**config.mk**
```make
export PLATFORM = sky130hd
export DESIGN_NAME = hough_line_overlay
export DESIGN_NICKNAME = d
export VERILOG_FILES = /design/src/sv/hlo_pkg.sv /design/src/sv/hough_line_overlay.sv /design/src/sv/hlo_front.sv /design/src/sv/hlo_queue.sv /design/src/sv/hlo_back.sv
export SDC_FILE = /design/constraint.sdc
export NUM_CORES = 2
export LEC_CHECK = 0
export BUFFER_PORTS_ARGS = -buffer_cell sky130_fd_sc_hd__buf_4
export CORE_MARGIN = 2
export CORE_UTILIZATION = 32
export DETAILED_ROUTE_END_ITERATION = 12
export SKIP_CTS_REPAIR_TIMING = 1
export SYNTH_ARGS = -nofsm -noshare
export SYNTH_HDL_FRONTEND = slang
export SYNTH_SLANG_ARGS = --single-unit
```
**constraint.sdc**
```tcl
create_clock -name aclk -period 6.45 [get_ports aclk]
set_input_delay 0.3225 -clock aclk [delete_from_list [all_inputs] [get_ports aclk]]
set_output_delay 0.3225 -clock aclk [all_outputs]
set_load 0.03 [all_outputs]
```
**src/sv/hlo_pkg.sv**
```systemverilog
`default_nettype none

package hlo_pkg;

    // Input item kinds.
    localparam logic [1:0] KIND_CLEAR = 2'd0;
    localparam logic [1:0] KIND_ADD   = 2'd1;
    localparam logic [1:0] KIND_PIXEL = 2'd2;

    // Configuration register indexes.
    localparam int CFG_INDEX_W = 3;
    localparam int CFG_DATA_W  = 21;
    localparam logic [CFG_INDEX_W-1:0] CFG_FRAME_WIDTH   = 3'd0;
    localparam logic [CFG_INDEX_W-1:0] CFG_FRAME_HEIGHT  = 3'd1;
    localparam logic [CFG_INDEX_W-1:0] CFG_LINE_RED      = 3'd2;
    localparam logic [CFG_INDEX_W-1:0] CFG_LINE_GREEN    = 3'd3;
    localparam logic [CFG_INDEX_W-1:0] CFG_LINE_BLUE     = 3'd4;
    localparam logic [CFG_INDEX_W-1:0] CFG_RADIUS_STEP   = 3'd5;
    localparam logic [CFG_INDEX_W-1:0] CFG_HALF_DIAGONAL = 3'd6;

    // Fixed-point constants of the sine and cosine table.
    localparam logic [63:0] Q30_ONE     = 64'd1073741824;
    localparam logic [63:0] HALF_PI_Q30 = 64'd1686629713;
    localparam int ANGLE_CODES = 256;

    // Depth of the queue between front and back; a power of two.
    localparam int QUEUE_DEPTH = 2;

    typedef struct packed {
        logic [1:0]  kind;
        logic [9:0]  radius_index;
        logic [7:0]  angle_index;
        logic [11:0] pixel_x;
        logic [11:0] pixel_y;
        logic [7:0]  gray;
    } hlo_in_t;

    typedef struct packed {
        logic [7:0] red;
        logic [7:0] green;
        logic [7:0] blue;
        logic       on_line;
    } hlo_out_t;

    typedef struct packed {
        logic [12:0] frame_width;
        logic [12:0] frame_height;
        logic [7:0]  line_red;
        logic [7:0]  line_green;
        logic [7:0]  line_blue;
        logic [19:0] radius_step;
        logic [20:0] half_diagonal;
    } hlo_cfg_t;

    typedef enum logic [1:0] {
        CMD_CLEAR,
        CMD_ADD,
        CMD_PIXEL
    } cmd_op_t;

    typedef struct packed {
        cmd_op_t            op;
        logic [9:0]         radius_index;
        logic [7:0]         angle;
        logic signed [12:0] dx;
        logic signed [12:0] dy;
        logic [7:0]         gray;
    } hlo_cmd_t;

    typedef enum logic [2:0] {
        BK_IDLE,
        BK_ADD_MUL,
        BK_ADD_WR,
        BK_SCAN,
        BK_DRAIN,
        BK_RESULT
    } bk_state_t;

endpackage

`default_nettype wire

```
**src/sv/hough_line_overlay.sv**
```systemverilog
`default_nettype none

// Draws up to MAX_LINES stored Hough lines over a gray image. Items on the s_ channel
// clear the line table, add a line (radius bin and angle bin; dropped once the table
// is full) or carry a pixel, and every pixel gives one transfer on the m_ channel:
// the line colour when some stored line passes within half a pixel of it, otherwise
// its gray level on all three channels. Items go through a two-entry queue into a
// single line tester that reads the line table one entry per cycle through a
// pipeline of table read, trig lookup, multiply, error and compare. Configuration
// writes are taken at any time on the cfg_ channel but should only be made while
// no items are in flight.
module hough_line_overlay #(
    parameter int MAX_LINES  = 16,
    parameter int ANGLE_BINS = 180
) (
    input  wire logic                                aclk,
    input  wire logic                                aresetn,
    input  wire logic                                s_valid,
    output logic                                     s_ready,
    input  wire hlo_pkg::hlo_in_t                    s_data,
    output logic                                     m_valid,
    input  wire logic                                m_ready,
    output hlo_pkg::hlo_out_t                        m_data,
    input  wire logic                                cfg_valid,
    output logic                                     cfg_ready,
    input  wire logic [hlo_pkg::CFG_INDEX_W-1:0]     cfg_index,
    input  wire logic [hlo_pkg::CFG_DATA_W-1:0]      cfg_data
);
    import hlo_pkg::*;

    hlo_cfg_t cfg_reg;
    logic     q_push, q_full, q_pop, q_not_empty;
    hlo_cmd_t q_push_data, q_pop_data;

    always_ff @(posedge aclk) begin
        if (!aresetn) begin
            cfg_reg <= '{frame_width: 13'd256, frame_height: 13'd256,
                         line_red: 8'd0, line_green: 8'd0, line_blue: 8'd0,
                         radius_step: 20'd256, half_diagonal: 21'd46341};
        end else if (cfg_valid) begin
            case (cfg_index)
                CFG_FRAME_WIDTH:   cfg_reg.frame_width   <= cfg_data[12:0];
                CFG_FRAME_HEIGHT:  cfg_reg.frame_height  <= cfg_data[12:0];
                CFG_LINE_RED:      cfg_reg.line_red      <= cfg_data[7:0];
                CFG_LINE_GREEN:    cfg_reg.line_green    <= cfg_data[7:0];
                CFG_LINE_BLUE:     cfg_reg.line_blue     <= cfg_data[7:0];
                CFG_RADIUS_STEP:   cfg_reg.radius_step   <= cfg_data[19:0];
                CFG_HALF_DIAGONAL: cfg_reg.half_diagonal <= cfg_data;
                default: begin
                end
            endcase
        end
    end

    assign cfg_ready = 1'b1;

    hlo_front u_front (
        .s_valid (s_valid),
        .s_ready (s_ready),
        .s_data  (s_data),
        .cfg     (cfg_reg),
        .q_push  (q_push),
        .q_data  (q_push_data),
        .q_full  (q_full)
    );

    hlo_queue u_queue (
        .aclk      (aclk),
        .aresetn   (aresetn),
        .push      (q_push),
        .push_data (q_push_data),
        .full      (q_full),
        .pop       (q_pop),
        .pop_data  (q_pop_data),
        .not_empty (q_not_empty)
    );

    hlo_back #(
        .MAX_LINES  (MAX_LINES),
        .ANGLE_BINS (ANGLE_BINS)
    ) u_back (
        .aclk    (aclk),
        .aresetn (aresetn),
        .cfg     (cfg_reg),
        .q_valid (q_not_empty),
        .q_data  (q_pop_data),
        .q_pop   (q_pop),
        .m_valid (m_valid),
        .m_ready (m_ready),
        .m_data  (m_data)
    );

endmodule

`default_nettype wire

```
**src/sv/hlo_front.sv**
```systemverilog
`default_nettype none

module hlo_front (
    input  wire logic             s_valid,
    output logic                  s_ready,
    input  wire hlo_pkg::hlo_in_t  s_data,
    input  wire hlo_pkg::hlo_cfg_t cfg,
    output logic                  q_push,
    output hlo_pkg::hlo_cmd_t     q_data,
    input  wire logic             q_full
);
    import hlo_pkg::*;

    logic keep;

    // Unknown kinds are taken and dropped here so the back never sees them.
    always_comb begin
        keep = 1'b0;
        q_data.op = CMD_CLEAR;
        case (s_data.kind)
            KIND_CLEAR: begin
                keep = 1'b1;
                q_data.op = CMD_CLEAR;
            end
            KIND_ADD: begin
                keep = 1'b1;
                q_data.op = CMD_ADD;
            end
            KIND_PIXEL: begin
                keep = 1'b1;
                q_data.op = CMD_PIXEL;
            end
            default: begin
                keep = 1'b0;
            end
        endcase
        q_data.radius_index = s_data.radius_index;
        q_data.angle        = s_data.angle_index;
        // Offsets from the image centre, with y pointing up.
        q_data.dx   = $signed({1'b0, s_data.pixel_x}) - $signed({1'b0, cfg.frame_width[12:1]});
        q_data.dy   = $signed({1'b0, cfg.frame_height[12:1]}) - $signed({1'b0, s_data.pixel_y});
        q_data.gray = s_data.gray;
    end

    assign s_ready = !q_full;
    assign q_push  = s_valid && !q_full && keep;

endmodule

`default_nettype wire

```
**src/sv/hlo_queue.sv**
```systemverilog
`default_nettype none

module hlo_queue (
    input  wire logic              aclk,
    input  wire logic              aresetn,
    input  wire logic              push,
    input  wire hlo_pkg::hlo_cmd_t push_data,
    output logic                   full,
    input  wire logic              pop,
    output hlo_pkg::hlo_cmd_t      pop_data,
    output logic                   not_empty
);
    import hlo_pkg::*;

    localparam int PW = (QUEUE_DEPTH > 1) ? $clog2(QUEUE_DEPTH) : 1;
    localparam int FW = $clog2(QUEUE_DEPTH + 1);

    hlo_cmd_t        slot_reg [QUEUE_DEPTH];
    logic [PW-1:0]   wr_ptr_reg, wr_ptr_next;
    logic [PW-1:0]   rd_ptr_reg, rd_ptr_next;
    logic [FW-1:0]   fill_reg, fill_next;

    always_comb begin
        wr_ptr_next = wr_ptr_reg;
        rd_ptr_next = rd_ptr_reg;
        fill_next   = fill_reg;
        if (push) begin
            wr_ptr_next = wr_ptr_reg + PW'(1);
        end
        if (pop) begin
            rd_ptr_next = rd_ptr_reg + PW'(1);
        end
        if (push && !pop) begin
            fill_next = fill_reg + FW'(1);
        end else if (pop && !push) begin
            fill_next = fill_reg - FW'(1);
        end
    end

    always_ff @(posedge aclk) begin
        if (!aresetn) begin
            wr_ptr_reg <= '0;
            rd_ptr_reg <= '0;
            fill_reg   <= '0;
        end else begin
            wr_ptr_reg <= wr_ptr_next;
            rd_ptr_reg <= rd_ptr_next;
            fill_reg   <= fill_next;
        end
    end

    always_ff @(posedge aclk) begin
        if (push) begin
            slot_reg[wr_ptr_reg] <= push_data;
        end
    end

    assign pop_data  = slot_reg[rd_ptr_reg];
    assign full      = (fill_reg == FW'(QUEUE_DEPTH));
    assign not_empty = (fill_reg != '0);

endmodule

`default_nettype wire

```
**src/sv/hlo_back.sv**
```systemverilog
`default_nettype none

module hlo_back #(
    parameter int MAX_LINES  = 16,
    parameter int ANGLE_BINS = 180
) (
    input  wire logic              aclk,
    input  wire logic              aresetn,
    input  wire hlo_pkg::hlo_cfg_t cfg,
    input  wire logic              q_valid,
    input  wire hlo_pkg::hlo_cmd_t q_data,
    output logic                   q_pop,
    output logic                   m_valid,
    input  wire logic              m_ready,
    output hlo_pkg::hlo_out_t      m_data
);
    import hlo_pkg::*;

    localparam int AW = (MAX_LINES > 1) ? $clog2(MAX_LINES) : 1;
    localparam int CW = $clog2(MAX_LINES + 1);
    localparam logic [CW-1:0] FULL_COUNT = CW'(MAX_LINES);
    localparam logic signed [39:0] E_LIMIT = 40'sd2097152;
    localparam logic signed [31:0] RADIUS_MAX = 32'sd8388607;
    localparam logic signed [31:0] RADIUS_MIN = -32'sd8388608;

    typedef struct packed {
        logic signed [23:0] radius;
        logic [7:0]         angle;
    } line_entry_t;

    // Cosine and sine per angle code in Q2.14, worked out at elaboration.
    logic signed [15:0] cos_rom [ANGLE_CODES];
    logic signed [15:0] sin_rom [ANGLE_CODES];

    for (genvar b = 0; b < ANGLE_CODES; b++) begin : g_trig
        localparam logic [63:0] BIN_MOD = 64'(b) % 64'(2 * ANGLE_BINS);
        localparam logic [63:0] QUAD    = (64'd2 * BIN_MOD) / 64'(ANGLE_BINS);
        localparam logic [63:0] EXC     = (64'd2 * BIN_MOD) % 64'(ANGLE_BINS);
        localparam bit          SWAP    = (64'd2 * EXC) > 64'(ANGLE_BINS);
        localparam logic [63:0] EFOLD   = SWAP ? (64'(ANGLE_BINS) - EXC) : EXC;
        localparam logic [63:0] PHI     =
            (EFOLD * HALF_PI_Q30 + 64'(ANGLE_BINS / 2)) / 64'(ANGLE_BINS);
        localparam logic [63:0] X2      = (PHI * PHI) >> 30;
        // Taylor series in Horner form; divisors are (2k)(2k+1) and (2k-1)(2k).
        localparam logic [63:0] S1 = Q30_ONE - ((X2 * Q30_ONE) >> 30) / 64'd110;
        localparam logic [63:0] S2 = Q30_ONE - ((X2 * S1) >> 30) / 64'd72;
        localparam logic [63:0] S3 = Q30_ONE - ((X2 * S2) >> 30) / 64'd42;
        localparam logic [63:0] S4 = Q30_ONE - ((X2 * S3) >> 30) / 64'd20;
        localparam logic [63:0] S5 = Q30_ONE - ((X2 * S4) >> 30) / 64'd6;
        localparam logic [63:0] SV = (PHI * S5) >> 30;
        localparam logic [63:0] C1 = Q30_ONE - ((X2 * Q30_ONE) >> 30) / 64'd132;
        localparam logic [63:0] C2 = Q30_ONE - ((X2 * C1) >> 30) / 64'd90;
        localparam logic [63:0] C3 = Q30_ONE - ((X2 * C2) >> 30) / 64'd56;
        localparam logic [63:0] C4 = Q30_ONE - ((X2 * C3) >> 30) / 64'd30;
        localparam logic [63:0] C5 = Q30_ONE - ((X2 * C4) >> 30) / 64'd12;
        localparam logic [63:0] CV = Q30_ONE - ((X2 * C5) >> 30) / 64'd2;
        localparam logic [63:0] CR = (CV + 64'd32768) >> 16;
        localparam logic [63:0] SR = (SV + 64'd32768) >> 16;
        localparam logic signed [15:0] CA = 16'(SWAP ? SR : CR);
        localparam logic signed [15:0] SA = 16'(SWAP ? CR : SR);
        localparam logic [1:0] QS = QUAD[1:0];

        assign cos_rom[b] = (QS == 2'd0) ? CA : (QS == 2'd1) ? -SA :
                            (QS == 2'd2) ? -CA : SA;
        assign sin_rom[b] = (QS == 2'd0) ? SA : (QS == 2'd1) ? CA :
                            (QS == 2'd2) ? -SA : -CA;
    end

    bk_state_t          state_reg, state_next;
    logic [CW-1:0]      count_reg, count_next;
    logic [AW-1:0]      rd_idx_reg, rd_idx_next;
    hlo_cmd_t           cmd_reg, cmd_next;
    logic               hit_reg;
    logic               hit_clr;
    logic               rd_en, wr_en, out_load;

    logic [29:0]        prod_reg;
    logic signed [31:0] radius_full;
    logic signed [23:0] radius_sat;

    line_entry_t        line_mem [MAX_LINES];
    line_entry_t        rd_entry_reg;

    logic               p1_vld_reg, p2_vld_reg, p3_vld_reg, p4_vld_reg;
    logic signed [15:0] cos_reg, sin_reg;
    logic signed [23:0] rad2_reg, rad3_reg;
    logic signed [28:0] px_reg, py_reg;
    logic signed [39:0] e_reg;

    logic               m_valid_reg;
    hlo_out_t           out_reg;

    always_comb begin
        state_next  = state_reg;
        count_next  = count_reg;
        rd_idx_next = rd_idx_reg;
        cmd_next    = cmd_reg;
        hit_clr     = 1'b0;
        q_pop       = 1'b0;
        rd_en       = 1'b0;
        wr_en       = 1'b0;
        out_load    = 1'b0;
        case (state_reg)
            BK_IDLE: begin
                if (q_valid) begin
                    q_pop    = 1'b1;
                    cmd_next = q_data;
                    case (q_data.op)
                        CMD_CLEAR: begin
                            count_next = '0;
                        end
                        CMD_ADD: begin
                            // A full table drops the new line.
                            if (count_reg != FULL_COUNT) begin
                                state_next = BK_ADD_MUL;
                            end
                        end
                        CMD_PIXEL: begin
                            hit_clr     = 1'b1;
                            rd_idx_next = '0;
                            state_next  = (count_reg == '0) ? BK_RESULT : BK_SCAN;
                        end
                        default: begin
                            state_next = BK_IDLE;
                        end
                    endcase
                end
            end
            BK_ADD_MUL: begin
                state_next = BK_ADD_WR;
            end
            BK_ADD_WR: begin
                wr_en      = 1'b1;
                count_next = count_reg + CW'(1);
                state_next = BK_IDLE;
            end
            BK_SCAN: begin
                rd_en       = 1'b1;
                rd_idx_next = rd_idx_reg + AW'(1);
                if (CW'(rd_idx_reg) + CW'(1) == count_reg) begin
                    state_next = BK_DRAIN;
                end
            end
            BK_DRAIN: begin
                if (!(p1_vld_reg || p2_vld_reg || p3_vld_reg || p4_vld_reg)) begin
                    state_next = BK_RESULT;
                end
            end
            BK_RESULT: begin
                if (!m_valid_reg || m_ready) begin
                    out_load   = 1'b1;
                    state_next = BK_IDLE;
                end
            end
            default: begin
                state_next = BK_IDLE;
            end
        endcase
    end

    always_ff @(posedge aclk) begin
        if (!aresetn) begin
            state_reg  <= BK_IDLE;
            count_reg  <= '0;
            rd_idx_reg <= '0;
        end else begin
            state_reg  <= state_next;
            count_reg  <= count_next;
            rd_idx_reg <= rd_idx_next;
        end
    end

    always_ff @(posedge aclk) begin
        cmd_reg  <= cmd_next;
        prod_reg <= 30'(cmd_reg.radius_index) * 30'(cfg.radius_step);
    end

    // The radius can never reach the lower bound, but both ends are clamped.
    always_comb begin
        radius_full = $signed({2'b00, prod_reg}) - $signed({11'd0, cfg.half_diagonal});
        if (radius_full > RADIUS_MAX) begin
            radius_sat = 24'sh7FFFFF;
        end else if (radius_full < RADIUS_MIN) begin
            radius_sat = 24'sh800000;
        end else begin
            radius_sat = radius_full[23:0];
        end
    end

    always_ff @(posedge aclk) begin
        if (wr_en) begin
            line_mem[count_reg[AW-1:0]] <= '{radius: radius_sat, angle: cmd_reg.angle};
        end
        if (rd_en) begin
            rd_entry_reg <= line_mem[rd_idx_reg];
        end
    end

    // Line test pipeline: table read, trig lookup, products, error, compare.
    always_ff @(posedge aclk) begin
        if (!aresetn) begin
            p1_vld_reg <= 1'b0;
            p2_vld_reg <= 1'b0;
            p3_vld_reg <= 1'b0;
            p4_vld_reg <= 1'b0;
            hit_reg    <= 1'b0;
        end else begin
            p1_vld_reg <= rd_en;
            p2_vld_reg <= p1_vld_reg;
            p3_vld_reg <= p2_vld_reg;
            p4_vld_reg <= p3_vld_reg;
            if (hit_clr) begin
                hit_reg <= 1'b0;
            end else if (p4_vld_reg && (e_reg < E_LIMIT) && (e_reg > -E_LIMIT)) begin
                hit_reg <= 1'b1;
            end
        end
    end

    always_ff @(posedge aclk) begin
        cos_reg  <= cos_rom[rd_entry_reg.angle];
        sin_reg  <= sin_rom[rd_entry_reg.angle];
        rad2_reg <= rd_entry_reg.radius;
        px_reg   <= 29'(cmd_reg.dx) * 29'(cos_reg);
        py_reg   <= 29'(cmd_reg.dy) * 29'(sin_reg);
        rad3_reg <= rad2_reg;
        e_reg    <= (40'(rad3_reg) <<< 14) - ((40'(px_reg) + 40'(py_reg)) <<< 8);
    end

    always_ff @(posedge aclk) begin
        if (!aresetn) begin
            m_valid_reg <= 1'b0;
        end else if (out_load) begin
            m_valid_reg <= 1'b1;
        end else if (m_ready) begin
            m_valid_reg <= 1'b0;
        end
    end

    always_ff @(posedge aclk) begin
        if (out_load) begin
            if (hit_reg) begin
                out_reg <= '{red: cfg.line_red, green: cfg.line_green,
                             blue: cfg.line_blue, on_line: 1'b1};
            end else begin
                out_reg <= '{red: cmd_reg.gray, green: cmd_reg.gray,
                             blue: cmd_reg.gray, on_line: 1'b0};
            end
        end
    end

    assign m_valid = m_valid_reg;
    assign m_data  = out_reg;

endmodule

`default_nettype wire

```
# Yosys cells after proc, flatten, opt, wreduce, memory -nomap -nowiden
# Memories as Yosys holds them, arrays and structs flattened. A register that Yosys moved wholly into a read port is not among the register bits.
# Cells that the tools add are included.
# word_totals
regBits	366
ram_bits	620
mem_bits_ro	8192
output_inout_bits	28
memories	4
# memory_table
memory	words	width	read_ports	rd_ports_with_merged_regs	write_ports	line	rtl
(no name shown)	256	16	1	1	0	hlo_back.sv:221	cos_reg <= cos_rom[rd_entry_reg.angle];
(no name shown)	256	16	1	1	0	hlo_back.sv:222	sin_reg <= sin_rom[rd_entry_reg.angle];
u_back.line_mem	16	32	1	1	1	hlo_back.sv:81	line_entry_t line_mem [MAX_LINES];
u_queue.slot_reg	2	54	1	1	1	hlo_queue.sv:18	hlo_cmd_t slot_reg [QUEUE_DEPTH];
# op_classes
addsub	12
multipliers	3
magnitude_cmp	4
n_eq_ne	26
mux	38
bitwise_logic	2
n_reduce_logical	37
# op_table
op	n
$mul 13x16->29	2
$mux 24	2
$gt 40x22->1 const B	1
$lt 40x23->1 const B	1
$sub 38x38->39	1
$gt 32x24->1 const B	1
$lt 32x24->1 const B	1
$sub 30x21->31	1
$add 29x29->30	1
$mul 10x20->30	1
$sub 12x12->13	2
$mux 25	1
$mux 1	18
$mux 3	6
$reduce_and 2->1	8
$eq 3x3->1 const B	5
$pmux 3 s5	1
$eq 3x2->1 const B	4
$mux 5	2
$ne 2x2->1 const B	5
$pmux 5 s2	1
$reduce_bool 2->1	5
$not 8->9	1
$pmux 3 s3	1
other kinds (28)	50

# Longest topological paths before layout
# logic_depth
ltp_word	8
ltp_mapped	25
ltp_nobuf	24

# Cells and area by module
# Synthesis repeated with hierarchy kept, for this count alone.
# hier_totals
hier_cells	6292
area_unflattened_um2	69556.7
# by_module_without_submodules
module	instances	cells_per_inst	area_per_inst_um2	seq_area_each_um2
hlo_back	1	5562	60515.5	22992.1
hlo_queue	1	190	4134.0	3343.2
hough_line_overlay	1	336	3433.3	1821.7
hlo_front	1	204	1473.9	0.0

# Least setup slack after synthesis
# OpenSTA, ideal clock, no wires.
# synth_timing
kind	reg2reg
startpoint	reg u_back.sin_reg[15]
endpoint	reg u_back.py_reg[28]
arrival_ns	5.796
required_time_ns	6.378
setup_slack_ns	0.582
path_stages_with_launch	21
path_buffers	1
synth_period_minus_slack_ns	5.868
path_cell_list	dfxtp_1 -> clkbuf_1 -> nand2_1 -> fa_1 -> fa_1 -> inv_1 -> fa_1 -> fa_1 -> fa_1 -> ha_1 -> ha_1 -> a21o_1 -> a21o_1 -> a21oi_1 -> o21bai_1 -> a21o_1 -> a2111o_1 -> a41oi_1 -> o31ai_1 -> a21oi_1 -> xnor2_1
# synth_via
elab_chain_cells	1
# synth_rtl
element	line	rtl
start: declaration	hlo_back.sv:85	logic signed [15:0] cos_reg, sin_reg;
$mul 13x16->29	hlo_back.sv:225	py_reg <= 29'(cmd_reg.dy) * 29'(sin_reg);
end signal: assignment	hlo_back.sv:225	
end: declaration	hlo_back.sv:87	logic signed [28:0] px_reg, py_reg;
# Every way passes these cells.
# A chain may end at the register's enable or synchronous reset.

# Worst setup path in the final report
# layout_timing
startpoint	reg u_back.cmd_reg[22] (netlist bit)
endpoint	reg u_back.px_reg[25]
# layout_via
elab_chain_cells	1
# layout_rtl
element	line	rtl
start: declaration	hlo_back.sv:72	hlo_cmd_t cmd_reg, cmd_next;
start signal: assignment	hlo_back.sv:174	cmd_reg <= cmd_next;
$mul 13x16->29	hlo_back.sv:224	px_reg <= 29'(cmd_reg.dx) * 29'(cos_reg);
end signal: assignment	hlo_back.sv:224	
end: declaration	hlo_back.sv:87	
# Every way passes these cells.

==> metrics.yaml <==
synthesis:
  ys_seq_area_share_pct: 41.1
  syn_nets: 7177
  synth_edf_count: 729
  synth_cell_types: 87
  synth_area_um2: 68500
  synth-seq-cells: 1040
  async_flop_share_pct: 0
  synthFlopType: "edfxtp_1"
  synth_top_cell_by_area: "edfxtp_1"
  synth_top_area_share_pct: 32.0
  avgSynthCellArea_um2: 11.0
  syn_inst: 6217
  yosysWarningCount: 0
  synth_area_leaders: "edfxtp_1 32%, fa_1 16%, dfxtp_1 9.1%"
floorplan:
  fp.coreArea_um2: 212000
  die_y_um: 467
  start_util_pct: 32.3
  rows: 169
  dieArea_um2: 218000
  io_pins: 109
  fp.dieW_um: 467
final_layout:
  mostFrequentLayoutCells: "772 x nand2_1, 729 x edfxtp_1, 645 x inv_1"
  stdcell_count: 9256
  largest_reg_flops: 512
  syn_to_final_growth_pct: 12.9
  fin_nets: 7299
  drive_gt1_share_pct: 12.1
  mostFrequentLayoutCell: "nand2_1"
clock_tree:
  cts_num_sinks: 1040
  root_buffer: "clkbuf_16"
  cts_max_path_buffers: 3
  path_clk_slew_ns: 0.07
  cts_buffers: 102
  cts_tree: "done"
  htree_num_levels: 3
  clk_latency_ns: 0.74
worst_setup_path:
  cp.arrival_ns: 6.84
  critical_path_peak_fanout: 6
  worstPathRequired_ns: 7.10
  path_class: "flop to flop"
  worstSetupEndpointType: "flop"
  startpoint_type: "flop"
global_routing:
  grt_max_degree: 162
  grt-ovfl-total: 0
  antenna_found_initial: 16
  first_global_vias: 49813
  grt_pass1_wl_um: 324000
  track_usage_pct: 19.7
place:
  hpwlAfterDp_um: 151000
  place_inst: 8982
  io_buffer_count: 107
  gp_congestion: 1.06
run_status:
  status: "finished clean"
sta:
  worstMarginPinSlew_ns: 1.32
  setup_viol: 0
  slew_violations: 0
  finClkSkew_ns: 0.0647
  period_needed_ns: 6.19
  timing.final.crit_share_pct: 95.9
  finalHoldViolCount: 0
  clock.fmax_mhz: 162
  slew_headroom_pct: 11.8
drt:
  dr.pass1.iters: 6
  drc: 0
  ant_nets: 0
  wl_per_cell_um: 23.5
  vias_per_cell: 5.31
  drtIter0Drc: 5387
  vias: 49120
  wl_um: 217000
run:
  max_cap_viol_count: 0
hold_path:
  hold_path.class: "input port to flop"
path summary, 6_finish.rpt:
path,from,to,slack (ns),depth (start not counted)
max reg2reg,u_back.cmd_reg[22]$_DFFE_PP_,u_back.px_reg[25]$_DFF_P_,0.26,22
max,u_back.cmd_reg[22]$_DFFE_PP_,u_back.px_reg[25]$_DFF_P_,0.26,22
min reg2reg,u_back.rad2_reg[10]$_DFF_P_,u_back.rad3_reg[10]$_DFF_P_,0.32,0
min,s_data[9],u_queue.slot_reg[0][9]$_DFFE_PP_,0.09,3
critical path: stages, from the launching register on:
cell and delay, ns:
edfxtp_1 0.50, clkbuf_2 0.21, buf_4 0.16, and2_1 0.17, fa_1 0.53, inv_1 0.05, fa_1 0.48, inv_1 0.06
fa_1 0.47, ha_1 0.30, fa_1 0.46, ha_1 0.29, ha_1 0.32, nor2b_1 0.15, o21ai_1 0.16, a21boi_1 0.12
o41a_1 0.39, a221oi_4 0.37, o21ai_1 0.16, a211oi_2 0.33, o21bai_1 0.10, a21oi_1 0.19, xnor2_1 0.13
per-stage QoR:
stage	hold slack [ns]	util (%)	worst slack (ns)	TNS (ns)	cell area, um2
6_report	0.0906	36.4	0.262	0	77300
5_1_grt	0.0646	36.4	-0.000222	-0.000222	77300
4_1_cts	-0.292	36.0	0.0864	0	76500
3_5_place_dp	0.312	34.4	0.135	0	73100
3_3_place_gp	0.314	34.4	0.0293	0	73100
2_1_floorplan	0.310	-	0.582	0	68500
synthesized netlist by cell type, drive strengths merged, types with 30 or more instances:
| master | number |
|---|---|
| and2 | 306 |
| ha | 343 |
| nor3 | 95 |
| xor2 | 50 |
| a21o | 73 |
| a21oi | 306 |
| a211oi | 41 |
| mux4 | 170 |
| a31oi | 60 |
| nand2b | 42 |
| mux2 | 54 |
| buf | 59 |
| clkbuf | 290 |
| dfxtp | 311 |
| a21boi | 104 |
| o21a | 30 |
| inv | 650 |
| o211ai | 41 |
| edfxtp | 729 |
| nor2b | 64 |
| nand3 | 80 |
| nand2 | 772 |
| fa | 536 |
| o21ai | 253 |
| nor2 | 281 |
| xnor2 | 128 |
metal layers:
layer	GRT usage, %	up-vias	part of all wire (%)
met4	8.53	14	5.0
met3	3.64	549	7.6
met5	0	-	0.046
met2	31.6	2106	46
met1	26.0	24701	41
li1	-	21750	-
cell type report:
cell class / instances / area [um2]
clock buffers: 128 / 2730
diodes: 6 / 15.0
flip-flops and latches: 1040 / 28100
well taps: 2821 / 3530
multi-input cells: 4176 / 36800
clock inverters: 66 / 694
repair buffers: 367 / 2950
fillers: 20958 / 135000
inverters: 652 / 2450
kinds of logic after synthesis:
group	count (synthesis)	share of synthesized area (%)
and+or+nand+nor	1737	11.7
muxes	229	6.55
buffers and inverters	1001	5.51
xor gates and xnor gates	178	2.28
other	1	0.00548
DFF	1040	41.1
AOI/OAI and AO/OA	1152	10.9
adders and majority gates	879	21.9
Power is left out: the tool's default activity adds up to more than one toggle a clock period on the data nets, which glitch-free logic cannot reach.
